## src/design/ffmc_pkg.sv

```systemverilog
// package for the filament feed mode controller: codes, types and widths
package ffmc_pkg;

  localparam int unsigned TimeW = 32;
  localparam int unsigned DistW = 21;
  localparam int unsigned SpeedW = 20;
  localparam int unsigned MagW = 31;  // |distance|*1000 fits in 31 bits
  localparam int unsigned QW = 31;
  localparam logic [9:0] Thousand = 10'd1000;
  localparam logic [TimeW-1:0] ShortPressLimit = 32'd150;
  localparam logic [TimeW-1:0] QuickGapMin = 32'd50;
  localparam logic [TimeW-1:0] QuickGapMax = 32'd500;

  typedef enum logic [3:0] {
    ACT_NONE = 4'd0, ACT_PUSH = 4'd1, ACT_RETRACT = 4'd2, ACT_HOLD = 4'd3,
    ACT_REGULAR = 4'd4, ACT_OFF = 4'd5, ACT_QUERY = 4'd6, ACT_MOVE = 4'd7,
    ACT_HOLD_LIMIT_ON = 4'd8, ACT_HOLD_LIMIT_OFF = 4'd9
  } action_t;

  typedef enum logic [2:0] {
    MODE_REGULAR = 3'd0, MODE_CONTINUOUS = 3'd1, MODE_MOVE = 3'd2,
    MODE_HOLD = 3'd3, MODE_MANUAL = 3'd4, MODE_OFF = 3'd5
  } mode_t;

  typedef enum logic [1:0] {
    MOT_OFF = 2'd0, MOT_PUSH = 2'd1, MOT_RETRACT = 2'd2, MOT_HOLD = 2'd3
  } motor_t;

  typedef enum logic [2:0] {
    ST_IDLE, ST_DIVIDE, ST_APPLY, ST_OUT
  } state_t;

  localparam logic [1:0] RegMoveTimeout = 2'd0;
  localparam logic [1:0] RegHoldTimeout = 2'd1;
  localparam logic [1:0] RegMultiPress = 2'd2;
  localparam logic [1:0] RegFeedSpeed = 2'd3;

endpackage

```

## src/design/filament_feed_mode_controller.sv

```systemverilog
// top level of the filament feed mode controller
// One input word is one millisecond tick. The block latches it, then for a move
// command runs a restoring divider (a load cycle, one quotient bit per cycle for all
// 31 quotient bits, then a finishing cycle) to get |distance|*1000/feed_speed, then
// applies command, button, mode and hold rules in the apply state and presents the
// result word. The input is not ready from acceptance until the result word has
// been taken. Configuration goes through the APB port: move_timeout_ms at 0x0,
// hold_timeout_ms at 0x4, multi_press_needed at 0x8, feed_speed at 0xC.
module filament_feed_mode_controller
  import ffmc_pkg::*;
(
  input  logic        clk,
  input  logic        rst,
  // action[3:0], time_ms[35:4], fil_switch[36], sensor_low[37],
  // sensor_mid[38], sensor_high[39], button_forward[40], button_backward[41],
  // move_distance[62:42], zero fill [63]
  input  logic [63:0] s_tdata,
  input  logic        s_tvalid,
  output logic        s_tready,
  // motor_command[1:0], mode_now[4:2], timed_out_flag[5], presence_signal[6],
  // filament_changed[7], mode_changed[8], motor_changed[9], timeout_changed[10]
  output logic [15:0] m_tdata,
  output logic        m_tvalid,
  input  logic        m_tready,
  input  logic        psel,
  input  logic        penable,
  input  logic        pwrite,
  input  logic [3:0]  paddr,
  input  logic [31:0] pwdata,
  output logic [31:0] prdata,
  output logic        pready
);

  // configuration registers
  logic [31:0]       move_timeout_ms, hold_timeout_ms;
  logic [7:0]        multi_press_needed;
  logic [SpeedW-1:0] feed_speed;

  assign pready = 1'b1;
  always_ff @(posedge clk) begin
    if (rst) begin
      move_timeout_ms <= '0;
      hold_timeout_ms <= '0;
      multi_press_needed <= 8'd3;
      feed_speed <= 20'd10000;
    end else if (psel && penable && pwrite && paddr[1:0] == 2'b00) begin
      case (paddr[3:2])
        RegMoveTimeout: move_timeout_ms <= pwdata;
        RegHoldTimeout: hold_timeout_ms <= pwdata;
        RegMultiPress:  multi_press_needed <= pwdata[7:0];
        RegFeedSpeed:   feed_speed <= pwdata[SpeedW-1:0];
        default: ;
      endcase
    end
  end

  always_comb begin
    prdata = '0;
    if (paddr[1:0] == 2'b00) begin
      case (paddr[3:2])
        RegMoveTimeout: prdata = move_timeout_ms;
        RegHoldTimeout: prdata = hold_timeout_ms;
        RegMultiPress:  prdata = {24'd0, multi_press_needed};
        RegFeedSpeed:   prdata = {12'd0, feed_speed};
        default:        prdata = '0;
      endcase
    end
  end

  // latched tick word
  logic [3:0]       act;
  logic [TimeW-1:0] now;
  logic             fil, s_low, s_mid, s_high, b_fwd, b_back;
  logic [DistW-1:0] move_dist;

  // sequencer
  state_t state, state_next;
  logic [5:0] bit_cnt;
  logic [QW-1:0] quot;
  logic [SpeedW:0] rem;
  logic [MagW-1:0] dividend;

  // magnitude of the distance, times 1000
  logic             neg;
  logic [DistW-1:0] mag;
  logic [MagW-1:0]  mag_k;
  assign neg   = move_dist[DistW-1];
  assign mag   = neg ? (~move_dist + 1'b1) : move_dist;
  assign mag_k = MagW'(mag) * MagW'(Thousand);

  logic move_go;
  assign move_go = (act == ACT_MOVE) && (mag != '0) && (feed_speed != '0);

  always_comb begin
    state_next = state;
    case (state)
      ST_IDLE:   if (s_tvalid) state_next = ST_DIVIDE;
      ST_DIVIDE: if (!move_go || bit_cnt == 6'd0) state_next = ST_APPLY;
      ST_APPLY:  state_next = ST_OUT;
      ST_OUT:    if (m_tready) state_next = ST_IDLE;
      default:   state_next = ST_IDLE;
    endcase
  end

  always_comb begin
    s_tready = (state == ST_IDLE);
    m_tvalid = (state == ST_OUT);
  end

  // restoring divider step
  logic [SpeedW:0] rem_sh;
  logic [SpeedW+1:0] rem_try;
  assign rem_sh  = {rem[SpeedW-1:0], dividend[MagW-1]};
  assign rem_try = {1'b0, rem_sh} - {2'b00, feed_speed};

  always_ff @(posedge clk) begin
    if (rst) begin
      state <= ST_IDLE;
    end else begin
      state <= state_next;
    end
    if (state == ST_IDLE && s_tvalid) begin
      act    <= s_tdata[3:0];
      now    <= s_tdata[35:4];
      fil    <= s_tdata[36];
      s_low  <= s_tdata[37];
      s_mid  <= s_tdata[38];
      s_high <= s_tdata[39];
      b_fwd  <= s_tdata[40];
      b_back <= s_tdata[41];
      move_dist <= s_tdata[62:42];
      bit_cnt <= 6'(MagW + 1);
      rem <= '0;
      quot <= '0;
      dividend <= '0;
    end else if (state == ST_DIVIDE) begin
      if (bit_cnt == 6'(MagW + 1)) begin
        dividend <= mag_k;
        bit_cnt <= bit_cnt - 1'b1;
      end else if (bit_cnt != 6'd0) begin
        if (!rem_try[SpeedW+1]) begin
          rem <= rem_try[SpeedW:0];
          quot <= {quot[QW-2:0], 1'b1};
        end else begin
          rem <= rem_sh;
          quot <= {quot[QW-2:0], 1'b0};
        end
        dividend <= {dividend[MagW-2:0], 1'b0};
        bit_cnt <= bit_cnt - 1'b1;
      end
    end
  end

  // control state
  logic started, timed_out_reg, hold_limit_on, presence_latch;
  mode_t mode_reg;
  motor_t motor_reg;
  logic [TimeW-1:0] sensor_move_start, continuous_start, hold_start, move_end;
  logic [1:0] button_down;
  logic [TimeW-1:0] press_start [2];
  logic [TimeW-1:0] last_release [2];
  logic [7:0] press_count [2];
  logic rep_fil, rep_to;
  mode_t rep_mode;
  motor_t rep_motor;
  logic ch_fil, ch_mode, ch_motor, ch_to;

  logic started_next, timed_out_next, hold_limit_next, presence_next;
  mode_t mode_next;
  motor_t motor_next;
  logic [TimeW-1:0] sensor_start_next, cont_start_next, hold_start_next, move_end_next;
  logic [1:0] button_down_next;
  logic [TimeW-1:0] press_start_next [2];
  logic [TimeW-1:0] last_release_next [2];
  logic [7:0] press_count_next [2];
  logic rep_fil_next, rep_to_next;
  mode_t rep_mode_next;
  motor_t rep_motor_next;
  logic ch_fil_next, ch_mode_next, ch_motor_next, ch_to_next;

  // tick rules, applied in order: start-up or command, buttons, mode rule, hold timeout, report
  always_comb begin
    logic pressed;
    logic moving;
    logic [TimeW-1:0] gap;
    logic [TimeW-1:0] held;
    motor_t dir;
    logic done;
    started_next = started;
    timed_out_next = timed_out_reg;
    hold_limit_next = hold_limit_on;
    presence_next = presence_latch;
    mode_next = mode_reg;
    motor_next = motor_reg;
    sensor_start_next = sensor_move_start;
    cont_start_next = continuous_start;
    hold_start_next = hold_start;
    move_end_next = move_end;
    button_down_next = button_down;
    press_start_next = press_start;
    last_release_next = last_release;
    press_count_next = press_count;
    rep_fil_next = rep_fil;
    rep_to_next = rep_to;
    rep_mode_next = rep_mode;
    rep_motor_next = rep_motor;
    ch_fil_next = 1'b0;
    ch_mode_next = 1'b0;
    ch_motor_next = 1'b0;
    ch_to_next = 1'b0;
    moving = 1'b0;
    pressed = 1'b0;
    gap = '0;
    held = '0;
    dir = MOT_OFF;
    done = 1'b0;

    if (!started) begin
      // start-up rule
      started_next = 1'b1;
      mode_next = fil ? MODE_REGULAR : MODE_OFF;
      motor_next = fil ? MOT_HOLD : MOT_OFF;
      if (fil) hold_start_next = now;
      rep_mode_next = mode_next;
      rep_motor_next = motor_next;
      presence_next = fil;
      if (fil != rep_fil) begin
        rep_fil_next = fil; ch_fil_next = 1'b1;
      end
      if (timed_out_next != rep_to) begin
        rep_to_next = timed_out_next; ch_to_next = 1'b1;
      end
    end else begin
      // command
      if (act >= 4'd1 && act <= 4'd9) begin
        case (act)
          ACT_PUSH, ACT_RETRACT: begin
            mode_next = MODE_CONTINUOUS;
            cont_start_next = now;
            motor_next = (act == ACT_PUSH) ? MOT_PUSH : MOT_RETRACT;
          end
          ACT_HOLD: begin
            hold_limit_next = 1'b0;
            mode_next = MODE_HOLD;
            if (motor_next != MOT_HOLD) hold_start_next = now;
            motor_next = MOT_HOLD;
          end
          ACT_REGULAR: begin
            mode_next = MODE_REGULAR;
            if (fil && motor_next != MOT_HOLD) hold_start_next = now;
            motor_next = fil ? MOT_HOLD : MOT_OFF;
          end
          ACT_OFF: begin
            mode_next = MODE_OFF;
            motor_next = MOT_OFF;
          end
          ACT_MOVE: begin
            if (move_go) begin
              move_end_next = now + TimeW'(quot);
              mode_next = MODE_MOVE;
              motor_next = neg ? MOT_RETRACT : MOT_PUSH;
            end
          end
          ACT_HOLD_LIMIT_ON: hold_limit_next = 1'b1;
          ACT_HOLD_LIMIT_OFF: hold_limit_next = 1'b0;
          default: ;
        endcase
        if (fil != rep_fil_next) begin
          rep_fil_next = fil; ch_fil_next = 1'b1;
        end
        if (mode_next != rep_mode_next) begin
          rep_mode_next = mode_next; ch_mode_next = 1'b1;
        end
        if (motor_next != rep_motor_next) begin
          rep_motor_next = motor_next; ch_motor_next = 1'b1;
        end
        if (timed_out_next != rep_to_next) begin
          rep_to_next = timed_out_next; ch_to_next = 1'b1;
        end
      end

      // buttons, forward then backward
      for (int b = 0; b < 2; b++) begin
        pressed = (b == 0) ? b_fwd : b_back;
        dir = (b == 0) ? MOT_PUSH : MOT_RETRACT;
        done = 1'b0;
        if (pressed) begin
          if (!button_down_next[b]) begin
            button_down_next[b] = 1'b1;
            press_start_next[b] = now;
            mode_next = MODE_MANUAL;
            motor_next = dir;
          end
        end else if (button_down_next[b]) begin
          button_down_next[b] = 1'b0;
          held = now - press_start_next[b];
          if (held <= ShortPressLimit) begin
            gap = now - last_release_next[b];
            if (gap >= QuickGapMin && gap <= QuickGapMax)
              press_count_next[b] = press_count_next[b] + 8'd1;
            else
              press_count_next[b] = 8'd1;
            last_release_next[b] = now;
            if (press_count_next[b] >= multi_press_needed) begin
              mode_next = MODE_CONTINUOUS;
              cont_start_next = now;
              motor_next = dir;
              press_count_next[b] = 8'd0;
              done = 1'b1;
            end else begin
              hold_limit_next = 1'b0;
            end
          end else begin
            press_count_next[b] = 8'd0;
          end
          if (!done) begin
            mode_next = fil ? MODE_REGULAR : MODE_OFF;
            if (fil && motor_next != MOT_HOLD) hold_start_next = now;
            motor_next = fil ? MOT_HOLD : MOT_OFF;
          end
        end
      end

      // mode rule
      case (mode_next)
        MODE_REGULAR: begin
          if (!fil) begin
            mode_next = MODE_OFF;
            motor_next = MOT_OFF;
          end else begin
            presence_next = 1'b1;
            if (s_low) begin
              motor_next = MOT_PUSH; sensor_start_next = now; moving = 1'b1;
            end else if (s_high) begin
              motor_next = MOT_RETRACT; sensor_start_next = now; moving = 1'b1;
            end else if (s_mid) begin
              if (motor_next != MOT_HOLD) hold_start_next = now;
              motor_next = MOT_HOLD;
            end
            if (motor_next == MOT_PUSH || motor_next == MOT_RETRACT) begin
              if (!moving && (now - sensor_start_next) > move_timeout_ms) begin
                timed_out_next = 1'b1;
                mode_next = MODE_HOLD;
                hold_start_next = now;
                motor_next = MOT_HOLD;
              end
            end else begin
              timed_out_next = 1'b0;
            end
          end
        end
        MODE_MOVE: begin
          if (now >= move_end_next) begin
            mode_next = fil ? MODE_REGULAR : MODE_OFF;
            if (fil && motor_next != MOT_HOLD) hold_start_next = now;
            motor_next = fil ? MOT_HOLD : MOT_OFF;
          end
        end
        MODE_CONTINUOUS: begin
          if (!fil) begin
            mode_next = MODE_OFF;
            motor_next = MOT_OFF;
          end else if (move_timeout_ms != '0 &&
                       (now - cont_start_next) > move_timeout_ms) begin
            mode_next = MODE_HOLD;
            if (motor_next != MOT_HOLD) hold_start_next = now;
            motor_next = MOT_HOLD;
          end
        end
        MODE_HOLD: begin
          if (motor_next != MOT_HOLD) hold_start_next = now;
          motor_next = MOT_HOLD;
        end
        MODE_OFF: motor_next = MOT_OFF;
        default: ;
      endcase

      // hold timeout
      if (hold_limit_next && motor_next == MOT_HOLD &&
          (now - hold_start_next) > hold_timeout_ms) begin
        mode_next = MODE_OFF;
        motor_next = MOT_OFF;
      end

      // end-of-tick report
      if (fil != rep_fil_next) begin
        rep_fil_next = fil; ch_fil_next = 1'b1;
      end
      if (mode_next != rep_mode_next) begin
        rep_mode_next = mode_next; ch_mode_next = 1'b1;
      end
      if (motor_next != rep_motor_next) begin
        rep_motor_next = motor_next; ch_motor_next = 1'b1;
      end
      if (timed_out_next != rep_to_next) begin
        rep_to_next = timed_out_next; ch_to_next = 1'b1;
      end
    end
  end

  always_ff @(posedge clk) begin
    if (rst) begin
      started <= 1'b0;
      timed_out_reg <= 1'b0;
      hold_limit_on <= 1'b0;
      presence_latch <= 1'b0;
      mode_reg <= MODE_OFF;
      motor_reg <= MOT_OFF;
      sensor_move_start <= '0;
      continuous_start <= '0;
      hold_start <= '0;
      move_end <= '0;
      button_down <= '0;
      for (int b = 0; b < 2; b++) begin
        press_start[b] <= '0;
        last_release[b] <= '0;
        press_count[b] <= '0;
      end
      rep_fil <= 1'b0;
      rep_to <= 1'b0;
      rep_mode <= MODE_OFF;
      rep_motor <= MOT_OFF;
      ch_fil <= 1'b0;
      ch_mode <= 1'b0;
      ch_motor <= 1'b0;
      ch_to <= 1'b0;
    end else if (state == ST_APPLY) begin
      started <= started_next;
      timed_out_reg <= timed_out_next;
      hold_limit_on <= hold_limit_next;
      presence_latch <= presence_next;
      mode_reg <= mode_next;
      motor_reg <= motor_next;
      sensor_move_start <= sensor_start_next;
      continuous_start <= cont_start_next;
      hold_start <= hold_start_next;
      move_end <= move_end_next;
      button_down <= button_down_next;
      press_start <= press_start_next;
      last_release <= last_release_next;
      press_count <= press_count_next;
      rep_fil <= rep_fil_next;
      rep_to <= rep_to_next;
      rep_mode <= rep_mode_next;
      rep_motor <= rep_motor_next;
      ch_fil <= ch_fil_next;
      ch_mode <= ch_mode_next;
      ch_motor <= ch_motor_next;
      ch_to <= ch_to_next;
    end
  end

  assign m_tdata = {5'd0, ch_to, ch_motor, ch_mode, ch_fil, presence_latch,
                    timed_out_reg, mode_reg, motor_reg};

  // only one side of the stream is open at a time
  assert property (@(posedge clk) disable iff (rst) !(s_tready && m_tvalid))
    else $error("input and output open together");
  // the divider never runs past its bit count
  assert property (@(posedge clk) disable iff (rst)
    state == ST_DIVIDE && bit_cnt == 6'd0 |=> state == ST_APPLY)
    else $error("divider overran");
  // rule state moves only in the apply cycle
  assert property (@(posedge clk) disable iff (rst)
    state != ST_APPLY |=> $stable(mode_reg) && $stable(motor_reg))
    else $error("mode changed outside apply");
  // after a tick the reported copies track the live mode and motor
  assert property (@(posedge clk) disable iff (rst)
    state == ST_OUT |-> rep_mode == mode_reg && rep_motor == motor_reg)
    else $error("reported copies out of step");

endmodule
```

## config.mk

```make
export PLATFORM = sky130hd
export DESIGN_NAME = filament_feed_mode_controller
export DESIGN_NICKNAME = d
export VERILOG_FILES = /design/src/design/ffmc_pkg.sv /design/src/design/filament_feed_mode_controller.sv
export SDC_FILE = /design/constraint.sdc
export NUM_CORES = 2
export LEC_CHECK = 0
export ABC_AREA = 1
export BUFFER_PORTS_ARGS = -buffer_cell sky130_fd_sc_hd__buf_2
export CAP_MARGIN = 15
export CORE_ASPECT_RATIO = 0.9
export CORE_MARGIN = 5
export CORE_UTILIZATION = 55
export DETAILED_ROUTE_END_ITERATION = 8
export GPL_TIMING_DRIVEN = 0
export PLACE_DENSITY_LB_ADDON = 0.1
export SLEW_MARGIN = 20
export SYNTH_ARGS = -nofsm -noshare
export SYNTH_HDL_FRONTEND = slang
export SYNTH_SLANG_ARGS = --single-unit
```

## constraint.sdc

```tcl
create_clock -name clk -period 19.12 [get_ports clk]
set_input_delay 3.824 -clock clk [delete_from_list [all_inputs] [get_ports clk]]
set_output_delay 3.824 -clock clk [all_outputs]
set_load 0.005 [all_outputs]
```

== Word level (Yosys, flattened, before mapping) ==
Cells that the tools add are included.
Cells by class
  reductions and logical operators: 51
  order comparisons: 14
  bitwise logic cells: 6
  eq/ne operators: 39
  multiplexer cells: 220
  multiply operators: 1
  $add $sub $neg: 13
Operators by type and width (number)
  32-bit two-way mux: 47
  32-bit one-hot mux with 4 select lines: 2
  32-bit subtractor: 7
  8-bit two-way mux: 14
  3-bit two-way mux: 35
  32-bit greater-than comparator: 3
  2-bit two-way mux: 47
  32-bit by 6-bit greater-or-equal comparator with 1-bit output (second input constant): 2
  32-bit by 8-bit <= comparator with 1-bit output (second input constant): 2
  32-bit by 9-bit <= comparator with 1-bit output (second input constant): 2
  32-bit one-hot mux with 2 select lines: 1
  1-bit two-way mux: 62
  31-bit two-way mux: 2
  32-bit by 31-bit adder with 32-bit output: 1
  32-bit greater-or-equal comparator: 1
  32-bit nonzero test: 1
  21-bit by 7-bit multiplier with 28-bit output (second input constant): 1
  21-bit by 20-bit subtractor with 22-bit output: 1
  21-bit by 1-bit adder with 21-bit output (second input constant): 1
  21-bit two-way mux: 1
  21-bit inverter: 1
  21-bit nonzero test: 1
  20-bit two-way mux: 1
  2-bit one-hot mux with 5 select lines: 2
  other kinds (40): 106
Storage, ports and cells
  output and inout port bits: 51
  word-level logic and storage cells: 387
  register bits after elaboration: 540

== Logic depth before layout (Yosys ltp) ==
  word-level depth: 48
  mapped depth: 119

== Worst setup path after synthesis ==
OpenSTA, ideal clock, no wires.
  path kind: register to register
  start point: register now[0]
  end point: register ch_motor
  path buffers: 2
  setup slack: 3.846 ns
  cell stages (with the launch flop): 109
  arrival: 15.142 ns
  data required time: 18.988 ns
  path through: edfxtp_1 > inv_1 > ha_1 > inv_1 > fa_1 > a21oi_1 > o21ai_1 > nand2_1 > nand2_1 > a21boi_1 > o21ai_0 > a21boi_0 > o21ai_1 > a21boi_0 > o21ai_1 > xnor2_1 > o21ai_0 > a221oi_1 > [... 73 more ...] > o31ai_1 > xor2_1 > xnor2_1 > ha_1 > nand4_1 > nor4_1 > inv_1 > nor4_1 > a221oi_1 > a31o_2 > nor2_1 > nand3_4 > nand2_1 > nand2_1 > a21oi_1 > nand2_1 > nand2_1 > a21oi_1
On the way
  cells in the longest elaborated chain, start to end: 46
  elaborated cells on any way between the ends: 165
  classes of those cells: add/sub (8); order compare (12); eq/ne (11); mux (123); reduce/logical (11)
Ends and longest elaborated chain
  start: declaration: RTL line filament_feed_mode_controller.sv:72  | logic [TimeW-1:0] now;
  start signal: assignment: RTL line filament_feed_mode_controller.sv:124  | now <= s_tdata[35:4];
  branches (longest 41 deep; another with 32-bit subtractor)
  2-bit two-way mux *: RTL line filament_feed_mode_controller.sv:379  | if (hold_limit_next && motor_next == MOT_HOLD &&
  2-bit two-way mux *: RTL line filament_feed_mode_controller.sv:218  | if (!started) begin
  2-bit inequality test *: RTL line filament_feed_mode_controller.sv:392  | if (motor_next != rep_motor_next) begin
  1-bit two-way mux *: RTL line filament_feed_mode_controller.sv:392
  1-bit two-way mux *: RTL line filament_feed_mode_controller.sv:218
  end signal: assignment: RTL line filament_feed_mode_controller.sv:448  | ch_motor <= ch_motor_next;
  end: declaration: RTL line filament_feed_mode_controller.sv:166  | logic ch_fil, ch_mode, ch_motor, ch_to;
Every way passes the cells marked *. The select of a mux whose other input is x is not followed.
A chain may end at the register's enable or synchronous reset.

== Worst setup path in the final report ==
Same ends and word-level chain as after synthesis.

==> flow_metrics.tcl <==
set metrics [dict create \
    synth_edf_count 63 \
    cts_made_buffers 60 \
    peakVddDrop_v 0.000318 \
    utilization 0.620 \
    pwr-share-comb 0.735 \
    muxShareOfSynthArea 0.00126 \
    max-clock-path-buffers 3 \
    clk_pin_slew_ns 0.06 \
    min_path_type "flip-flop to flip-flop" \
    finalMaxSlewViolations 0 \
    syn_area_per_cell_sq_um 6.64 \
    seq_area_frac_synth 0.237 \
    finalClockSkew_ns 0.0352 \
    area_delta_synth_final_pct 11.7 \
    period_minus_slack_ns 17.84 \
    die-area_sq_mm 0.0928 \
    synth_compound_area_frac 0.212 \
    postSynthCellCount 7186 \
    netlist-cell-type-count 72 \
    path_buf_inv 13 \
    cp_max_fo 14 \
    wl_per_cell_um 21.3 \
    grt_pass1_vias 45300 \
    dr_total_vias 50900 \
    fin_crit_sh 0.933 \
    rows 102 \
    endpoint_kind "flip-flop" \
    path_common_cell "nand2_1" \
    crit_type "flip-flop to flip-flop" \
    power_density_mw_per_mm2 193 \
    r2r_slack_ns 1.28 \
    core_area_sq_mm 0.0860 \
    final_antenna_net_count 0 \
    hold_viol 0 \
    reg2reg_depth 108 \
    synth_ff_type "dfxtp_1" \
    cpMaxStageDelayCell "edfxtp_1" \
    layout_common_cells "1615 x nand2_1, 953 x inv_1, 849 x a21oi_1, 694 x o21ai_0, 497 x ha_1" \
    cts-htree-levels 2 \
    wl_um 185000 \
    drtIter0Drc 6603 \
    yosys.area_share.adder 0.165 \
    largestRegisters "last_release x64, press_start x64" \
    hold_buffers 0 \
    numPortBuffers 148 \
    outcome "finished, final reports clean" \
    drtPass1Iterations 9 \
    slew_headroom 0.144 \
    path_delay_family "compound AO/OA/AOI/OAI gates" \
    power.leakage_nw 24.6 \
    worstMarginPinSlew_ns 1.28 \
    syn_area_sq_mm 0.0477 \
    start_util 0.555 \
    cts-root-buf "clkbuf_16" \
    fin_hold_ws_ns 0.456 \
    synth_xor_area_frac 0.0415 \
    final_cell_area_sq_mm 0.0533 \
    cap_violations 0 \
    die_x_um 321 \
    reg2reg_from "now[0]$_DFFE_PP_" \
    ys_async_sr_fraction 0 \
    fmaxAchievable_mhz 56.1 \
    hold_start "last_release[22]$_SDFFE_PP0P_" \
    yosysWarnings 0 \
    power.internal_mw 4.84 \
    hold-path-cell-count 2 \
    critPathLaunch "now[0]$_DFFE_PP_" \
    via_per_inst 5.88 \
    grt_max_degree 33 \
    cts_tree "done" \
    grt_util_all_layers 0.381 \
    drive_above_1_share 0.0692 \
    clock-sinks 534 \
    timing.rr.end "ch_motor$_SDFFE_PP0N_" \
    ioPinCount 158 \
    pwr-share-clk 0.126 \
    hold-path-endpoint "last_release[22]$_SDFFE_PP0P_" \
    dp_hpwl_um 145000 \
    swShare 0.530 \
    grt_antenna_before_repair 8 \
    layout_commonest_cell "nand2_1" \
    cp.arrival_ns 18.32 \
    worstPathRequired_ns 19.61 \
    setup-tns-final_ns 0 \
    placed_area_sq_mm 0.0509 \
    p_sw_mw 5.46 \
    synth-simple-area-share 0.242 \
    drcViolationCount 0 \
    synth_top_family_by_area "simple AND/OR/NAND/NOR gates" \
    fin_nets 8154 \
    die_h_um 289 \
    gp_congestion 1.09 \
    cpPeakStageDelay_ns 0.41 \
    setup_viol 0 \
    startpoint_type "flip-flop" \
    grt_pass1_wl_um 274000 \
    power_frac_seq 0.139 \
    ys_ff_latch 534 \
    overflow 0 \
    clock_latency_ns 0.68 \
]
## final cells by class
type | count | area, sq um
fillers | 8247 | 32700
multi-input cells | 5415 | 31800
flip-flops and latches | 534 | 11300
inverters | 988 | 3720
repair buffers | 215 | 1780
clock buffers | 79 | 1680
well taps | 1144 | 1430
plain buffers | 253 | 1110
clock inverters | 31 | 480
diodes | 2 | 5.00
## logic make-up (layout without fill, tap and decap cells)
family | count (synthesis) | count (layout)
DFF | 534 | 534
xor gates and xnor gates | 226 | 226
muxes | 6 | 6
and+or+nand+nor | 2722 | 2722
other | 2 | 8
AOI/OAI and AO/OA | 1875 | 1875
buffers and inverters | 1241 | 1566
adders and majority gates | 580 | 580
## worst max-delay path by stage
stage,to,slack (ns),cells past startpoint
after floorplan,ch_motor$_SDFFE_PP0N_,3.85,108
after global placement,ch_motor$_SDFFE_PP0N_,-3.89,106
after detailed placement,ch_motor$_SDFFE_PP0N_,-2.19,108
after CTS,ch_motor$_SDFFE_PP0N_,0.11,110
after global routing,ch_motor$_SDFFE_PP0N_,-0.01,112
final,ch_motor$_SDFFE_PP0N_,1.28,108
## power by group through the flow
| stage | Combinational, mW | Clock [mW] | Sequential (mW) |
|---|---|---|---|
| after global routing | 8.54 | 1.35 | 1.44 |
| after floorplan | 5.46 | 0 | 1.43 |
| after global placement | 6.91 | 0 | 1.60 |
| after CTS | 7.38 | 1.30 | 1.42 |
| after detailed placement | 7.29 | 0 | 1.45 |
| final | 7.57 | 1.30 | 1.43 |
## synthesized netlist by cell type (55+ instances only)
cell      count  area (sq um)
a21oi_1     852          4260
clkbuf_1    198           743
dfxtp_1     471          9430
edfxtp_1     63          1890
fa_1         83          1660
ha_1        497          6220
inv_1       955          3580
nand2_1    1618          6070
nand3_1     319          1600
nand4_1     107           669
nor2_1      444          1670
nor3_1       55           275
o211ai_1     65           488
o21ai_0     703          3520
xnor2_1      65           569
xor2_1      161          1410
## routing by layer
metal	global-route usage	vias to the layer above	routed length (um)
li1	-	24500	-
met1	0.531	23300	78000
met2	0.558	2609	72900
met3	0.102	483	23600
met4	0.159	4	10100
met5	0	-	27
## timing repair
item                       4_1_cts  5_1_grt
setup endpoints to repair       10       10
gates cloned                     0        0
pin swaps                        0        5
resized for setup               19       34
setup buffers                    3        5
## worst register-to-register path, delay by kind of cell, from the launching register on
| family | cells | cell delay [ns] |
|---|---|---|
| flip-flops | 1 | 0.41 |
| XOR/XNOR | 4 | 0.65 |
| adder cells (fa/ha/maj) | 7 | 2.01 |
| buffers and inverters | 13 | 2.15 |
| AND/OR/NAND/NOR | 43 | 5.20 |
| AO/OA/AOI/OAI | 41 | 7.20 |
## metrics by stage
step	total power, mW	instances	worst slack (ns)
floorplan	6.89	7190	3.85
global placement	8.51	8482	-3.89
detailed placement	8.74	8541	-2.19
CTS	10.1	8654	0.108
global route	11.3	8659	-0.0107
finish	10.3	8661	1.28
(Power assumes the default switching activity.)
